$ cat config.mk
export PLATFORM = sky130hd
export DESIGN_NAME = keyword_mixed_alphabet_builder
export DESIGN_NICKNAME = d
export VERILOG_FILES = /design/src/rtl/kmab_pkg.sv /design/src/rtl/kmab_ctrl.sv /design/src/rtl/kmab_dp.sv /design/src/rtl/keyword_mixed_alphabet_builder.sv
export SDC_FILE = /design/constraint.sdc
export NUM_CORES = 1
export LEC_CHECK = 0
export ABC_AREA = 0
export BUFFER_PORTS_ARGS = -buffer_cell sky130_fd_sc_hd__clkbuf_2
export CORE_ASPECT_RATIO = 0.6
export CORE_UTILIZATION = 59
export DETAILED_ROUTE_END_ITERATION = 12
export PLACE_DENSITY = 0.8
export SLEW_MARGIN = 20
export SYNTH_ARGS = -nofsm -noshare
export SYNTH_HDL_FRONTEND = slang
export SYNTH_HIERARCHICAL = 1
export SYNTH_SLANG_ARGS = --single-unit
$ cat constraint.sdc
create_clock -name clock -period 6.3 [get_ports clock]
set_clock_uncertainty 0.2 [all_clocks]
set_input_delay 1.26 -clock clock [delete_from_list [all_inputs] [get_ports clock]]
set_output_delay 1.26 -clock clock [all_outputs]
set_load 0.1 [all_outputs]
$ cat src/rtl/kmab_pkg.sv
package kmab_pkg;

   localparam int unsigned ALPHA_COUNT = 26;
   localparam int unsigned IDX_W       = 5;
   localparam int unsigned BYTE_W      = 8;
   localparam int unsigned LETTER_W    = 7;

   localparam logic [IDX_W-1:0]    LAST_IDX   = IDX_W'(ALPHA_COUNT - 1);
   localparam logic [BYTE_W-1:0]   LOWER_GAP  = 8'd32;
   localparam logic [BYTE_W-1:0]   UPPER_A    = 8'd65;
   localparam logic [BYTE_W-1:0]   UPPER_Z    = 8'd90;
   localparam logic [BYTE_W-1:0]   LOWER_A    = 8'd97;
   localparam logic [BYTE_W-1:0]   LOWER_Z    = 8'd122;
   localparam logic [LETTER_W-1:0] LETTER_A   = 7'd65;

   typedef logic [ALPHA_COUNT-1:0] mask_type;

   typedef struct packed {
      logic take_byte;
      logic emit_byte;
      logic start_drain;
      logic scan_step;
      logic emit_scan;
      logic finish;
      logic pop;
   } cmd_type;

   typedef struct packed {
      logic byte_new;
      logic scan_hit;
      logic scan_last;
      logic rsp_valid;
   } status_type;

endpackage

$ cat src/rtl/kmab_ctrl.sv
module kmab_ctrl (
   input  logic                  clock,
   input  logic                  reset,
   input  logic                  req_valid,
   input  logic                  req_terminator,
   output logic                  req_stall,
   input  logic                  rsp_stall,
   input  kmab_pkg::status_type  status,
   output kmab_pkg::cmd_type     cmd
);

   localparam logic ST_IDLE  = 1'b0;
   localparam logic ST_DRAIN = 1'b1;

   logic state_ff;
   logic state_in;
   logic out_free;
   logic accept;
   logic drain;

   assign out_free  = !status.rsp_valid || !rsp_stall;
   assign drain     = (state_ff == ST_DRAIN);
   assign req_stall = !((state_ff == ST_IDLE) && out_free);
   assign accept    = req_valid && !req_stall;

   always_comb begin
      cmd             = '0;
      cmd.take_byte   = accept && !req_terminator;
      cmd.emit_byte   = accept && !req_terminator && status.byte_new;
      cmd.start_drain = accept && req_terminator;
      cmd.emit_scan   = drain && status.scan_hit && out_free;
      cmd.scan_step   = drain && (!status.scan_hit || out_free);
      cmd.finish      = drain && (!status.scan_hit || out_free) && status.scan_last;
      cmd.pop         = status.rsp_valid && !rsp_stall;
   end

   always_comb begin
      state_in = state_ff;
      case (state_ff)
         ST_IDLE: begin
            if (cmd.start_drain) begin
               state_in = ST_DRAIN;
            end
         end
         ST_DRAIN: begin
            if (cmd.finish) begin
               state_in = ST_IDLE;
            end
         end
         default: state_in = ST_IDLE;
      endcase
   end

   always_ff @(posedge clock) begin
      if (reset) begin
         state_ff <= ST_IDLE;
      end else begin
         state_ff <= state_in;
      end
   end

endmodule

$ cat src/rtl/kmab_dp.sv
module kmab_dp (
   input  logic                                 clock,
   input  logic                                 reset,
   input  logic [kmab_pkg::BYTE_W-1:0]          req_phrase_byte,
   input  kmab_pkg::cmd_type                    cmd,
   output kmab_pkg::status_type                 status,
   output logic                                 rsp_valid,
   output logic [kmab_pkg::LETTER_W-1:0]        rsp_key_letter,
   output logic [kmab_pkg::IDX_W-1:0]           rsp_key_position,
   output logic                                 rsp_key_done
);

   kmab_pkg::mask_type              used_ff, used_in;
   logic [kmab_pkg::IDX_W-1:0]      count_ff, count_in;
   logic                            seen_ff, seen_in;
   logic                            empty_ff, empty_in;
   logic [kmab_pkg::IDX_W-1:0]      scan_ff, scan_in;
   logic                            valid_ff, valid_in;
   logic [kmab_pkg::LETTER_W-1:0]   letter_ff, letter_in;
   logic [kmab_pkg::IDX_W-1:0]      pos_ff, pos_in;
   logic                            done_ff, done_in;

   logic [kmab_pkg::BYTE_W-1:0]     upper;
   logic                            is_letter;
   logic [kmab_pkg::IDX_W-1:0]      byte_idx;
   logic [kmab_pkg::IDX_W-1:0]      scan_idx;
   logic [kmab_pkg::IDX_W-1:0]      emit_idx;
   logic                            emit;

   always_comb begin
      upper = req_phrase_byte;
      if (req_phrase_byte inside {[kmab_pkg::LOWER_A:kmab_pkg::LOWER_Z]}) begin
         upper = req_phrase_byte - kmab_pkg::LOWER_GAP;
      end
   end

   assign is_letter = upper inside {[kmab_pkg::UPPER_A:kmab_pkg::UPPER_Z]};
   assign byte_idx  = kmab_pkg::IDX_W'(upper - kmab_pkg::UPPER_A);
   assign scan_idx  = empty_ff ? (kmab_pkg::LAST_IDX - scan_ff) : scan_ff;

   always_comb begin
      status           = '0;
      status.byte_new  = is_letter && !used_ff[byte_idx];
      status.scan_hit  = empty_ff || !used_ff[scan_idx];
      status.scan_last = (scan_ff == kmab_pkg::LAST_IDX);
      status.rsp_valid = valid_ff;
   end

   assign emit     = cmd.emit_byte || cmd.emit_scan;
   assign emit_idx = cmd.emit_byte ? byte_idx : scan_idx;

   always_comb begin
      used_in   = used_ff;
      count_in  = count_ff;
      seen_in   = seen_ff;
      empty_in  = empty_ff;
      scan_in   = scan_ff;
      valid_in  = valid_ff;
      letter_in = letter_ff;
      pos_in    = pos_ff;
      done_in   = done_ff;

      // retire the word on the result side
      if (cmd.pop) begin
         valid_in = 1'b0;
      end
      if (emit) begin
         valid_in  = 1'b1;
         letter_in = kmab_pkg::LETTER_A + kmab_pkg::LETTER_W'(emit_idx);
         pos_in    = count_ff;
         done_in   = (count_ff == kmab_pkg::LAST_IDX);
         used_in   = used_ff | (kmab_pkg::mask_type'(1) << emit_idx);
         count_in  = count_ff + kmab_pkg::IDX_W'(1);
      end
      if (cmd.take_byte) begin
         seen_in = 1'b1;
      end
      if (cmd.start_drain) begin
         empty_in = !seen_ff;
         scan_in  = '0;
      end
      if (cmd.scan_step) begin
         scan_in = scan_ff + kmab_pkg::IDX_W'(1);
      end
      // drop all key state after the last scan step
      if (cmd.finish) begin
         used_in  = '0;
         count_in = '0;
         seen_in  = 1'b0;
         empty_in = 1'b0;
         scan_in  = '0;
      end
   end

   always_ff @(posedge clock) begin
      if (reset) begin
         used_ff  <= '0;
         count_ff <= '0;
         seen_ff  <= 1'b0;
         empty_ff <= 1'b0;
         scan_ff  <= '0;
         valid_ff <= 1'b0;
      end else begin
         used_ff  <= used_in;
         count_ff <= count_in;
         seen_ff  <= seen_in;
         empty_ff <= empty_in;
         scan_ff  <= scan_in;
         valid_ff <= valid_in;
      end
   end

   always_ff @(posedge clock) begin
      letter_ff <= letter_in;
      pos_ff    <= pos_in;
      done_ff   <= done_in;
   end

   assign rsp_valid        = valid_ff;
   assign rsp_key_letter   = letter_ff;
   assign rsp_key_position = pos_ff;
   assign rsp_key_done     = done_ff;

endmodule

$ cat src/rtl/keyword_mixed_alphabet_builder.sv
// A new phrase letter appears on rsp in the cycle after its byte is accepted.
// One phrase byte is taken per cycle while no scan runs and the result register drains.
// A terminator starts a 26-step scan over A..Z (Z..A for an empty phrase), one
// letter index per cycle plus result stalls; no input is taken during the scan.
// Reset is synchronous, active high, and clears the used mask, counters and state.
module keyword_mixed_alphabet_builder (
   input  logic                                 clock,
   input  logic                                 reset,
   input  logic                                 req_valid,
   output logic                                 req_stall,
   input  logic [kmab_pkg::BYTE_W-1:0]          req_phrase_byte,
   input  logic                                 req_terminator,
   output logic                                 rsp_valid,
   input  logic                                 rsp_stall,
   output logic [kmab_pkg::LETTER_W-1:0]        rsp_key_letter,
   output logic [kmab_pkg::IDX_W-1:0]           rsp_key_position,
   output logic                                 rsp_key_done
);

   kmab_pkg::cmd_type    cmd;
   kmab_pkg::status_type status;

   kmab_ctrl u_ctrl (
      .clock          (clock),
      .reset          (reset),
      .req_valid      (req_valid),
      .req_terminator (req_terminator),
      .req_stall      (req_stall),
      .rsp_stall      (rsp_stall),
      .status         (status),
      .cmd            (cmd)
   );

   kmab_dp u_dp (
      .clock            (clock),
      .reset            (reset),
      .req_phrase_byte  (req_phrase_byte),
      .cmd              (cmd),
      .status           (status),
      .rsp_valid        (rsp_valid),
      .rsp_key_letter   (rsp_key_letter),
      .rsp_key_position (rsp_key_position),
      .rsp_key_done     (rsp_key_done)
   );

endmodule

### Yosys cells after proc, flatten, opt, wreduce, memory -nomap -nowiden

Index checks and enable logic that the tools add are counted.

| storage, ports and cells | value |
|---|---|
| latch bits | 0 |
| output and inout port bits | 15 |
| flip-flop bits (word level) | 53 |
| RAM bits | 0 |
| input bits | 13 |
| memories kept | 0 |
| bits in read-only memories | 0 |

| cells by class | value |
|---|---|
| $add $sub $neg | 6 |
| multiply operators | 0 |
| div/mod/pow operators | 0 |
| shift-type cells | 1 |
| $lt $le $gt $ge | 6 |
| multiplexer cells | 14 |
| bitwise operators | 2 |
| reduce and logical (&&, ||, !) cells | 28 |
| eq/ne operators | 2 |

Operators by type and width:

| kind | number |
|---|---|
| $or 26x26->26 | 1 |
| $shl 1x5->26 const A | 1 |
| $mux 5 | 4 |
| $ge 8x7->1 const B | 2 |
| $le 8x7->1 const B | 2 |
| $logic_and 1x1->1 | 13 |
| $lt 5x6->1 const B | 2 |
| $add 5x1->5 const B | 2 |
| $bmux 1 s5 | 2 |
| $eq 5x5->1 const B | 2 |
| $logic_not 1->1 | 8 |
| $mux 8 | 1 |
| $sub 8x6->8 const B | 1 |
| $add 7x5->7 const A | 1 |
| $mux 1 | 6 |
| $sub 5x1->5 const B | 1 |
| $sub 5x5->5 const A | 1 |
| $logic_or 1x1->1 | 4 |
| $reduce_bool 2->1 | 2 |
| $pmux 1 s2 | 1 |
| $reduce_or 2->1 | 1 |
| $not 1->1 | 1 |

### Depth between registers and ports, before layout

Gate-level depths: netlist of the first run.

| logic depth | value |
|---|---|
| word-level depth | 12 |
| gate-level depth with buffers | 18 |

### Cells and area by module

The synthesis of the first run kept the hierarchy.

By module, submodules not included:

| module | area an instance (µm²) | instances | sequential area each (µm²) | cells each |
|---|---|---|---|---|
| kmab_dp | 2771.4 | 1 | 1141.1 | 256 |
| kmab_ctrl | 113.9 | 1 | 20.0 | 15 |

### Worst setup path before layout of the first run

No wires, ideal clock.

| path | value |
|---|---|
| path type | input -> register |
| start | input port req_phrase_byte[0] (netlist name) |
| end | register u_dp.used_ff[19] |
| slack | 1062 ps |
| buffers on the path | 3 |
| stages | 18 |
| arrival | 4911 ps |
| path through | buf_2 > inv_1 > ha_1 > clkbuf_1 > mux4_2 > mux4_2 > and2_1 > a211oi_1 > and2_4 > clkbuf_1 > clkinv_1 > mux2_2 > inv_1 > ha_1 > nand2_1 > inv_1 > a41oi_1 > nor2_1 |

RTL lines:

| element | line | source |
|---|---|---|
| start: declaration | keyword_mixed_alphabet_builder.sv:11 | `input logic [kmab_pkg::BYTE_W-1:0] req_phrase_byte,` |
| end signal: assignment | kmab_dp.sv:104 | `used_ff <= used_in;` |
| end: declaration | kmab_dp.sv:13 | `kmab_pkg::mask_type used_ff, used_in;` |

==> results of run 1 <==
## final timing paths
| check | start | to | slack, ns | cells past startpoint |
|---|---|---|---|---|
| setup reg to reg | u_dp/scan_ff[1]$_SDFFE_PP0P_ | u_dp/used_ff[8]$_SDFFE_PP0P_ | 1.95 | 13 |
| hold / removal | u_dp/seen_ff$_SDFFE_PP0P_ | u_dp/empty_ff$_SDFFE_PP0P_ | 0.25 | 1 |
| setup / recovery | req_phrase_byte[0] | u_dp/used_ff[19]$_SDFFE_PP0P_ | 1.19 | 16 |
| hold reg to reg | u_dp/seen_ff$_SDFFE_PP0P_ | u_dp/empty_ff$_SDFFE_PP0P_ | 0.25 | 1 |
## placed cells by master (no fill, tap or decap), types with 2 or more instances in the layout
master,instances
inv_1,15
mux2_2,3
nor2_1,21
nand4_1,5
a211oi_1,6
ha_1,15
nand3_1,5
a31oi_1,6
clkbuf_2,26
nand2_1,12
a22o_1,7
nand2b_1,2
clkbuf_8,5
and2_1,3
and3_1,6
or2_2,3
o21a_1,2
nor3_1,7
a41oi_1,2
a21boi_0,2
edfxtp_1,12
xnor2_1,4
a32o_1,16
mux4_1,4
mux2i_1,6
xor2_1,8
a21oi_1,8
o21ai_0,6
mux4_2,8
nor2b_1,2
dfxtp_1,40
## state kept, by name, indices dropped and copies added, names as in the netlist
name                   flops
u_dp/seen_ff               1
u_dp/used_ff              26
u_dp/rsp_key_position      5
u_dp/rsp_key_done          1
u_dp/rsp_valid             1
u_ctrl/drain               1
u_dp/scan_ff               5
u_dp/rsp_key_letter        6
u_dp/count_ff              5
u_dp/empty_ff              1
## layer usage
layer / global-route usage [%] / wire, microns / up-vias
li1: - / - / 1065
met1: 42.6 / 3150 / 1101
met2: 35.4 / 2790 / 119
met3: 10.5 / 793 / 17
met4: 6.47 / 99 / 0
met5: 0 / 0 / -
## where the power goes
part,leakage (nW),internal [mW],switching [mW],total (mW)
Sequential,0.438,0.355,0.0115,0.367
Clock,0.0456,0.0796,0.118,0.198
Combinational,0.768,0.0409,0.119,0.160
## worst max-delay path, cell delays in order
cell and delay [ns]:
clkbuf_2 0.30, inv_1 0.14, ha_1 0.50, mux4_2 0.55, mux4_2 0.46, and2_1 0.17, a211oi_1 0.18, and2_4 0.23
clkinv_1 0.21, mux2_2 0.37, inv_1 0.10, ha_1 0.21, nand2_1 0.11, inv_1 0.06, a41oi_1 0.20, nor2_1 0.06
## per-stage QoR
stage               cell area (sq um)  cells  setup slack, ns
floorplan                        2890    271             1.06
global placement                 3030    346             1.09
detailed placement               3030    346            0.932
CTS                              3120    354             1.21
global route                     3120    354             1.02
finish                           3120    354             1.19
## cell families (layout without fill, tap and decap cells)
family                   count (synthesis)  count (layout)  share of synthesized area, %
AO/OA/AOI/OAI                           61              61                          16.5
XOR/XNOR                                13              13                          4.60
adder cells (fa/ha/maj)                 15              15                          6.50
buffers and inverters                   31              51                          4.60
flip-flops                              52              52                          40.2
multiplexers                            21              21                          13.1
other                                    1               1                         0.130
AND/OR/NAND/NOR                         77              77                          14.3
## final cells by class
class	count	area, sq um
clock buffers	6	72.6
clock inverters	2	13.8
fillers	359	1520
inverters	16	60.1
multi-input cells	188	1590
flip-flops and latches	52	1160
well taps	63	78.8
repair buffers	27	138
==> results by group, run 1 <==
Yosys
  • Average instance area after synthesis: 10.6 sq um
  • Ys async rst share: 0%
  • Area share of the largest cell type after synthesis: 27.8%
  • Synth Instances: 271
  • Most frequent cell after synthesis: dfxtp_1
  • Post-synth EDFFs: 12
  • Syn. warnings: 6
  • Most used flip-flop cell after synthesis: dfxtp_1
  • List of most frequent post-synthesis cells: dfxtp_1 (40), nor2_1 (21), a32o_1 (16)
  • Cell Area, Synth: 0.00289 sq mm
  • Seq/Total Area, Yosys: 40.2%
  • Mapped Nets: 299
  • Netlist cell types: 52
  • Ranking of synthesized cells by area: dfxtp_1 (28%), edfxtp_1 (12%), ha_1 (6.5%), mux4_2 (6.2%), a32o_1 (5.6%)
  • Yosys top cell by area: dfxtp_1
  • #FFs+latches synth: 52

Drt
  • Wire per inst: 19.3 microns
  • DR iter-0 viols: 229
  • Post-DRT Antenna Nets: 0
  • WL final: 6840 microns
  • Via density: 6.50
  • Drt first pass iters: 6
  • Residual DRC count: 0
  • Routed vias: 2302

Floorplanning
  • Core region area: 0.00464 sq mm
  • Number of top-level pins: 28
  • Full die area: 0.00518 sq mm
  • DIE WIDTH: 92.3 microns
  • Row count: 19
  • Starting Density: 62.2%
  • Die H: 56.2 microns

Final layout
  • Layout Nets: 318
  • Area Overhead vs Synth: 7.98%
  • Layout cell share with drive strength beyond 1: 18.6%
  • Fin util: 67.2%
  • Antenna Cells: 0

Clock network
  • Count of hold-fix buffers inserted at cts: 0
  • Clock Latency Late Sink: 0.32 ns
  • Post-CTS sizing: 0
  • Clock root cell: clkbuf_8
  • CTS tree: built
  • Cts bufs inserted: 5
  • Post-CTS Setup Bufs: 0
  • Max clock buf depth: 2
  • Clk slew on worst S/H paths: 0.10 ns
  • Htree depth: 2
  • CTS Sinks: 52

Run
  • Max-cap viol count: 0

Timing
  • Tmin final: 5.11 ns
  • Worst-Margin Slew: 0.847 ns
  • Max Fclk: 196 MHz
  • Slew headroom: 41.9%
  • Tcrit/Tclk final: 81.1%
  • Fin Setup TNS: 0 ns
  • RSZ-0062 raised after global routing: no
  • Finish-stage setup viols: 0
  • Fin Hold WS: 0.252 ns
  • Max-slew violations: 0
  • Final Hold Vio Count: 0

Place
  • Dpl hpwl: 4930 microns
  • Routability congestion estimate: 0.985
  • Port Buffers: 26

Global routing
  • Largest net degree at the start of global routing: 32
  • Initial antenna violation count: 0
  • Vias in the first global route: 2036
  • First-pass GRT wire length: 10700 microns
  • Remaining global-route overflow: 0
  • Total GRT Usage: 27.5%

Hold path
  • Worst min path class: flip-flop to flip-flop

Pwr
  • LEAKAGE: 1.25 nW
  • Overall power: 0.724 mW
  • Power per cell area: 232 mW/mm^2
  • VDD IR max: 0.171 mV

Critical path
  • Critical Path End Type: flip-flop
  • Crit start category: input port
  • Setup Crit Path Kind: input port to flip-flop
  • CP max FO: 12
  • Critical path required time: 6.31 ns
  • Worst EP arrival: 5.12 ns

Outcome
  • Status: completed
Note: power is estimated with default switching activity, not from simulation.
==> inputs of run 2 (changes only) <==
--- a/config.mk
+++ b/config.mk
@@ -8,9 +8,9 @@
 export ABC_AREA = 0
 export BUFFER_PORTS_ARGS = -buffer_cell sky130_fd_sc_hd__clkbuf_2
 export CORE_ASPECT_RATIO = 0.6
-export CORE_UTILIZATION = 59
+export CORE_UTILIZATION = 53
 export DETAILED_ROUTE_END_ITERATION = 12
-export PLACE_DENSITY = 0.8
+export PLACE_DENSITY = 0.75
 export SLEW_MARGIN = 20
 export SYNTH_ARGS = -nofsm -noshare
 export SYNTH_HDL_FRONTEND = slang
==> constraint.sdc (replaced) <==
create_clock -name clock -period 4.7 [get_ports clock]
set_clock_uncertainty 0.2 [all_clocks]
set_input_delay 0.94 -clock clock [delete_from_list [all_inputs] [get_ports clock]]
set_output_delay 0.94 -clock clock [all_outputs]
set_load 0.1 [all_outputs]
==> results by group, run 2 (synthesized netlist as in run 1, its figures left out) <==
Final layout
  • Layout cell share with drive strength beyond 1: 21.1% (+2.6 points)
  • Area Overhead vs Synth: 10.3%
  • Most frequent cells in the layout: dfxtp_1 (40), clkbuf_2 (26), nor2_1 (21)
  • Largest Register: u_dp/used_ff
  • Storage element area: 0.00116 sq mm (unchanged)
  • Multi-input logic area: 0.00159 sq mm (unchanged)
  • Antenna Cells: 0 (unchanged)
  • Commonest non-fill, non-tap cell in the layout: dfxtp_1
  • Max reg flops: 26 (unchanged)
  • # fillers: 433 (+21%)
  • Layout Nets: 325 (+2.2%)
  • Non-Filler Instances: 364 (+2.8%)
  • Fin util: 61.7% (-5.5 points)

Critical path
  • Critical path's slowest cell: mux4_2
  • Worst EP arrival: 4.36 ns (-0.76 ns)
  • Reg-to-reg slack, setup: 0.60 ns (-1.35 ns)
  • Cell family with most CP delay: multiplexers
  • Critical path required time: 4.71 ns (-1.60 ns)
  • Crit start category: input port
  • Stages on worst setup path: 14 (-2)
  • CP max FO: 8 (-4)
  • Critical Path End Type: flip-flop
  • Crit path cell chain: clkbuf_2, inv_1, ha_1, mux4_2, mux4_2, and2_1, a211oi_1, and2_4, nor2_1, a21oi_1, inv_1, ha_1, and3_1, a32o_1
  • Reg-to-reg startpoint: u_dp/scan_ff[1]$_SDFFE_PP0P_
  • CP bufs+invs: 3 (-2)
  • Reg2reg end: u_dp/used_ff[7]$_SDFFE_PP0P_
  • Reg2Reg Depth: 14 (+1)
  • Slowest stage delay, CP: 0.52 ns (-0.03 ns)
  • Setup Crit Path Kind: input port to flip-flop

Place
  • Inst Count DP: 356 (+2.9%)
  • Routability congestion estimate: 0.925 (-6.1%)
  • Port Buffers: 26 (unchanged)
  • Pre-CTS worst setup slack: 0.0414 ns (-0.890 ns)
  • Dpl hpwl: 5020 microns (+1.9%)

Clock network
  • Max clock buf depth: 2 (unchanged)
  • Clk slew on worst S/H paths: 0.11 ns (about the same)
  • Count of hold-fix buffers inserted at cts: 0 (unchanged)
  • Post-CTS Setup Bufs: 0 (unchanged)
  • CTS Sinks: 52 (unchanged)
  • Cts bufs inserted: 5 (unchanged)
  • Post-CTS sizing: 0 (unchanged)
  • Htree depth: 2 (unchanged)
  • CTS tree: built
  • Clock root cell: clkbuf_8
  • Clock Latency Late Sink: 0.31 ns (about the same)

Pwr
  • Flop pwr share: 50.1% (-0.5 points)
  • Combinational power share: 22.4% (+0.4 points)
  • VDD IR max: 0.196 mV (+15%)
  • Power per cell area: 309 mW/mm^2 (+33%)
  • Switching part of the total: 34.1% (-0.18 points)
  • Clk pwr share: 27.5% (+0.2 points)
  • LEAKAGE: 1.29 nW (+3.2%)
  • P_int: 0.647 mW (+36%)
  • Sw Pwr: 0.335 mW (+35%)

Drt
  • Wire length on met1: 3220 microns (+2.2%)
  • DR iter-0 viols: 173 (-24%)
  • Routed wl met3: 602 microns (-24%)
  • Routed vias: 2271 (-1.3%)
  • WL final: 6650 microns (-2.9%)
  • Metal2 WL: 2820 microns (+0.97%)
  • Via density: 6.24 (-4.1%)
  • Highest routed layer: met3
  • Drt first pass iters: 5 (-1)
  • Wire per inst: 18.3 microns (-5.5%)
  • Residual DRC count: 0 (unchanged)
  • Post-DRT Antenna Nets: 0 (unchanged)

Timing
  • Worst-Margin Slew: 0.572 ns (-0.275 ns)
  • Tmin final: 4.35 ns
  • Max-slew violations: 0 (unchanged)
  • Slew headroom: 61.9% (+20 points)
  • Fin Hold WS: 0.292 ns (+0.0401 ns)
  • Finish-stage setup viols: 0 (unchanged)
  • RSZ-0062 raised after global routing: no
  • Max Fclk: 230 MHz
  • Tcrit/Tclk final: 92.5%
  • Final Hold Vio Count: 0 (unchanged)
  • Final setup margin: 0.350 ns (-0.839 ns)
  • Fin Setup TNS: 0 ns (unchanged)

Global routing
  • First-pass GRT wire length: 10800 microns (+0.77%)
  • Total GRT Usage: 24.5% (-3.0 points)
  • Vias in the first global route: 2061 (+1.2%)
  • Initial antenna violation count: 0 (unchanged)
  • Largest net degree at the start of global routing: 19 (-41%)
  • Remaining global-route overflow: 0 (unchanged)

Floorplanning
  • DIE WIDTH: 97.3 microns (+5.4%)
  • Row count: 20 (+1)
  • Core region area: 0.00515 sq mm (+11%)
  • Full die area: 0.00575 sq mm (+11%)
  • Starting Density: 56.0% (-6.3 points)
  • Number of top-level pins: 28 (unchanged)
  • Die H: 59.2 microns (+5.3%)

Hold path
  • Worst hold stages: 1 (unchanged)
  • Min-delay src: u_dp/seen_ff$_SDFFE_PP0P_
  • Worst min path class: flip-flop to flip-flop
  • Hold EP: u_dp/empty_ff$_SDFFE_PP0P_

Outcome
  • Status: completed

Run
  • Max-cap viol count: 0 (unchanged)
-- run 2: power groups by stage --
stage / Clock, mW / Combinational [mW] / Sequential (mW)
2_1_floorplan: 0 / 0.115 / 0.556
3_3_place_gp: 0 / 0.215 / 0.500
3_5_place_dp: 0 / 0.217 / 0.502
4_1_cts: 0.279 / 0.219 / 0.492
5_1_grt: 0.298 / 0.235 / 0.494
6_report: 0.270 / 0.220 / 0.492
-- run 2: worst max path at each step --
stage                             startpoint                       endpoint  slack, ns
after floorplan           req_phrase_byte[0]  u_dp/used_ff[19]$_SDFFE_PP0P_       0.09
after global placement    req_phrase_byte[1]  u_dp/used_ff[19]$_SDFFE_PP0P_       0.16
after detailed placement  req_phrase_byte[1]   u_dp/used_ff[8]$_SDFFE_PP0P_       0.04
after CTS                 req_phrase_byte[1]   u_dp/used_ff[8]$_SDFFE_PP0P_       0.37
after global routing      req_phrase_byte[1]  u_dp/used_ff[11]$_SDFFE_PP0P_       0.19
final                     req_phrase_byte[1]   u_dp/used_ff[8]$_SDFFE_PP0P_       0.35
-- run 2: area by class of cell --
class	count	share of cell area, %
flip-flops and latches	52	36.5
multi-input cells	188	50.0
inverters	16	1.93
clock buffers	5	2.16
repair buffers	34	5.98
well taps	66	2.60
clock inverters	3	0.826
-- run 2: per-layer routing --
| metal | track usage (%) | vias to the layer above |
|---|---|---|
| met5 | 0 | - |
| met4 | 5.46 | 0 |
| met2 | 36.3 | 117 |
| met3 | 5.66 | 0 |
| li1 | - | 1079 |
| met1 | 36.6 | 1075 |
-- run 2: stage by stage --
step	power [mW]	cell area, sq um
global placement	0.716	3090
global route	1.03	3180
detailed placement	0.719	3090
floorplan	0.671	2890
CTS	0.990	3180
finish	0.982	3180
==> inputs of run 3 (changes only) <==
--- a/config.mk
+++ b/config.mk
@@ -7,10 +7,12 @@
 export LEC_CHECK = 0
 export ABC_AREA = 0
 export BUFFER_PORTS_ARGS = -buffer_cell sky130_fd_sc_hd__clkbuf_2
+export CELL_PAD_IN_SITES_DETAIL_PLACEMENT = 0
+export CELL_PAD_IN_SITES_GLOBAL_PLACEMENT = 1
 export CORE_ASPECT_RATIO = 0.6
-export CORE_UTILIZATION = 53
+export CORE_UTILIZATION = 30
 export DETAILED_ROUTE_END_ITERATION = 12
-export PLACE_DENSITY = 0.75
+export PLACE_DENSITY_LB_ADDON = 0.1
 export SLEW_MARGIN = 20
 export SYNTH_ARGS = -nofsm -noshare
 export SYNTH_HDL_FRONTEND = slang
==> results by group, run 3 (synthesized netlist as in run 1, its figures left out) <==
Outcome
  • Status: completed

Final layout
  • Antenna Cells: 0 (unchanged)
  • Area Overhead vs Synth: 16.7%
  • Layout cell share with drive strength beyond 1: 22.5% (+1.4 points)
  • Commonest non-fill, non-tap cell in the layout: dfxtp_1
  • Final Cell Area: 0.00337 sq mm (+5.8%)
  • Non-Filler Instances: 432 (+19%)
  • Fin util: 36.4% (-25 points)
  • Largest Register: u_dp/used_ff
  • Max reg flops: 26 (unchanged)
  • Most frequent cells in the layout: dfxtp_1 (40), clkbuf_2 (26), nor2_1 (20)
  • Layout Nets: 329 (+1.2%)

Place
  • Dpl hpwl: 5910 microns (+18%)
  • Routability congestion estimate: 0.802 (-13%)
  • Pre-CTS worst setup slack: 0.0957 ns (+0.0543 ns)
  • Port Buffers: 26 (unchanged)
  • Inst Count DP: 424 (+19%)
  • DP Area: 0.00320 sq mm (+3.6%)

Clock network
  • Count of hold-fix buffers inserted at cts: 0 (unchanged)
  • Clk slew on worst S/H paths: 0.07 ns (-0.04 ns)
  • CTS Sinks: 52 (unchanged)
  • Clock Latency Late Sink: 0.29 ns (-0.02 ns)
  • Post-CTS sizing: 0 (unchanged)
  • Post-CTS Setup Bufs: 0 (unchanged)
  • Clock root cell: clkbuf_16
  • Cts bufs inserted: 5 (unchanged)
  • Max clock buf depth: 2 (unchanged)
  • CTS tree: built
  • Htree depth: 2 (unchanged)

Floorplanning
  • Core region area: 0.00926 sq mm (+80%)
  • Die H: 78.0 microns (+32%)
  • DIE WIDTH: 129 microns (+32%)
  • Number of top-level pins: 28 (unchanged)
  • Starting Density: 31.2% (-25 points)
  • Full die area: 0.0100 sq mm (+74%)
  • Row count: 27 (+35%)

Global routing
  • Vias in the first global route: 2071 (+0.49%)
  • Remaining global-route overflow: 0 (unchanged)
  • First-pass GRT wire length: 12200 microns (+13%)
  • Total GRT Usage: 16.5% (-8.0 points)
  • Initial antenna violation count: 0 (unchanged)
  • Largest net degree at the start of global routing: 17 (-2)

Timing
  • Final setup margin: 0.336 ns (-0.0143 ns)
  • RSZ-0062 raised after global routing: no
  • Fin Setup TNS: 0 ns (unchanged)
  • Fin Hold WS: 0.242 ns (-0.0500 ns)
  • Max-slew violations: 0 (unchanged)
  • Tcrit/Tclk final: 92.9% (+0.30 points)
  • Tmin final: 4.36 ns (+0.0143 ns)
  • Max Fclk: 229 MHz (-0.33%)
  • Slew headroom: 41.9% (-20 points)
  • Finish-stage setup viols: 0 (unchanged)
  • Final Hold Vio Count: 0 (unchanged)
  • Worst-Margin Slew: 0.847 ns (+0.276 ns)

Drt
  • WL final: 7790 microns (+17%)
  • Post-DRT Antenna Nets: 0 (unchanged)
  • Via density: 5.23 (-16%)
  • Drt first pass iters: 4 (-1)
  • Residual DRC count: 0 (unchanged)
  • Routed vias: 2260 (-0.48%)
  • Wire per inst: 18.0 microns (-1.2%)
  • DR iter-0 viols: 166 (-4.0%)

Critical path
  • Crit start category: input port
  • Slowest stage delay, CP: 0.50 ns (-0.02 ns)
  • Reg2reg end: u_dp/used_ff[24]$_SDFFE_PP0P_
  • Reg2Reg Depth: 13 (-1)
  • Reg-to-reg slack, setup: 0.59 ns (about the same)
  • Setup Crit Path Kind: input port to flip-flop
  • Critical Path End Type: flip-flop
  • Worst EP arrival: 4.35 ns (about the same)
  • Critical path required time: 4.68 ns (-0.03 ns)
  • CP max FO: 8 (unchanged)
  • Crit path cell chain: clkbuf_2, inv_1, ha_1, mux4_2, mux4_2, and2_1, a211oi_1, and2_4, nor2_1, a21oi_1, buf_4, inv_1, ha_1, nand2_1, nor2_1, buf_4, a32o_1
  • Critical path's slowest cell: mux4_2
  • Reg-to-reg startpoint: u_dp/scan_ff[1]$_SDFFE_PP0P_

Pwr
  • VDD IR max: 0.185 mV (-5.9%)
  • Flop pwr share: 43.7% (-6.4 points)
  • Sw Pwr: 0.347 mW (+3.5%)
  • Power per cell area: 334 mW/mm^2 (+8.3%)
  • Combinational power share: 20.0% (-2.4 points)
  • Switching part of the total: 30.9% (-3.3 points)
  • LEAKAGE: 1.35 nW (+4.2%)
  • P_int: 0.777 mW (+20%)
  • Clk pwr share: 36.2% (+8.7 points)
  • Overall power: 1.12 mW (+15%)

Hold path
  • Min-delay src: u_dp/seen_ff$_SDFFE_PP0P_
  • Hold EP: u_dp/empty_ff$_SDFFE_PP0P_
  • Worst hold stages: 1 (unchanged)
  • Worst min path class: flip-flop to flip-flop

Run
  • Max-cap viol count: 0 (unchanged)
[run 3: changes by cell type in the layout (fill, tap and decap cells not counted), sizes merged]
cell    delta
clkinv     -1
buf        +4
inv        -1
clkbuf     +2
[run 3: area by class of cell]
| cell class | count | area (sq um) |
|---|---|---|
| fillers | 950 | 5890 |
| multi-input cells | 188 | 1590 |
| flip-flops and latches | 52 | 1160 |
| repair buffers | 38 | 220 |
| well taps | 130 | 163 |
| clock buffers | 7 | 158 |
| inverters | 16 | 61.3 |
| clock inverters | 1 | 8.76 |
[run 3: how the worst max path moves through the flow]
stage                        from                       endpoint  slack, ns  depth (start not counted)
2_1_floorplan  req_phrase_byte[0]  u_dp/used_ff[19]$_SDFFE_PP0P_       0.09                         18
3_3_place_gp   req_phrase_byte[1]   u_dp/used_ff[7]$_SDFFE_PP0P_       0.14                         15
3_5_place_dp   req_phrase_byte[1]   u_dp/used_ff[6]$_SDFFE_PP0P_        0.1                         17
4_1_cts        req_phrase_byte[1]   u_dp/used_ff[6]$_SDFFE_PP0P_       0.37                         17
5_1_grt        req_phrase_byte[1]  u_dp/used_ff[15]$_SDFFE_PP0P_       0.14                         15
6_report       req_phrase_byte[1]   u_dp/used_ff[6]$_SDFFE_PP0P_       0.34                         17
[run 3: power groups by stage]
stage	Combinational (mW)	Clock (mW)	Sequential [mW]
6_report	0.225	0.407	0.492
5_1_grt	0.240	0.446	0.495
4_1_cts	0.226	0.424	0.492
3_5_place_dp	0.225	0	0.502
3_3_place_gp	0.226	0	0.502
2_1_floorplan	0.115	0	0.556
[run 3: worst max-delay path: cells and delay by family]
family	cells	cell delay [ns]
multiplexers	2	0.96
AO/OA/AOI/OAI	3	0.70
buffers and inverters	5	0.63
AND/OR/NAND/NOR	5	0.58
adder cells (fa/ha/maj)	2	0.54
[run 3: metal layers]
metal / part of all wire [%] / track usage, %
met1: 56 / 28.1
met2: 35 / 18.6
met3: 7.9 / 5.17
met4: 0.68 / 3.18
met5: 0 / 0
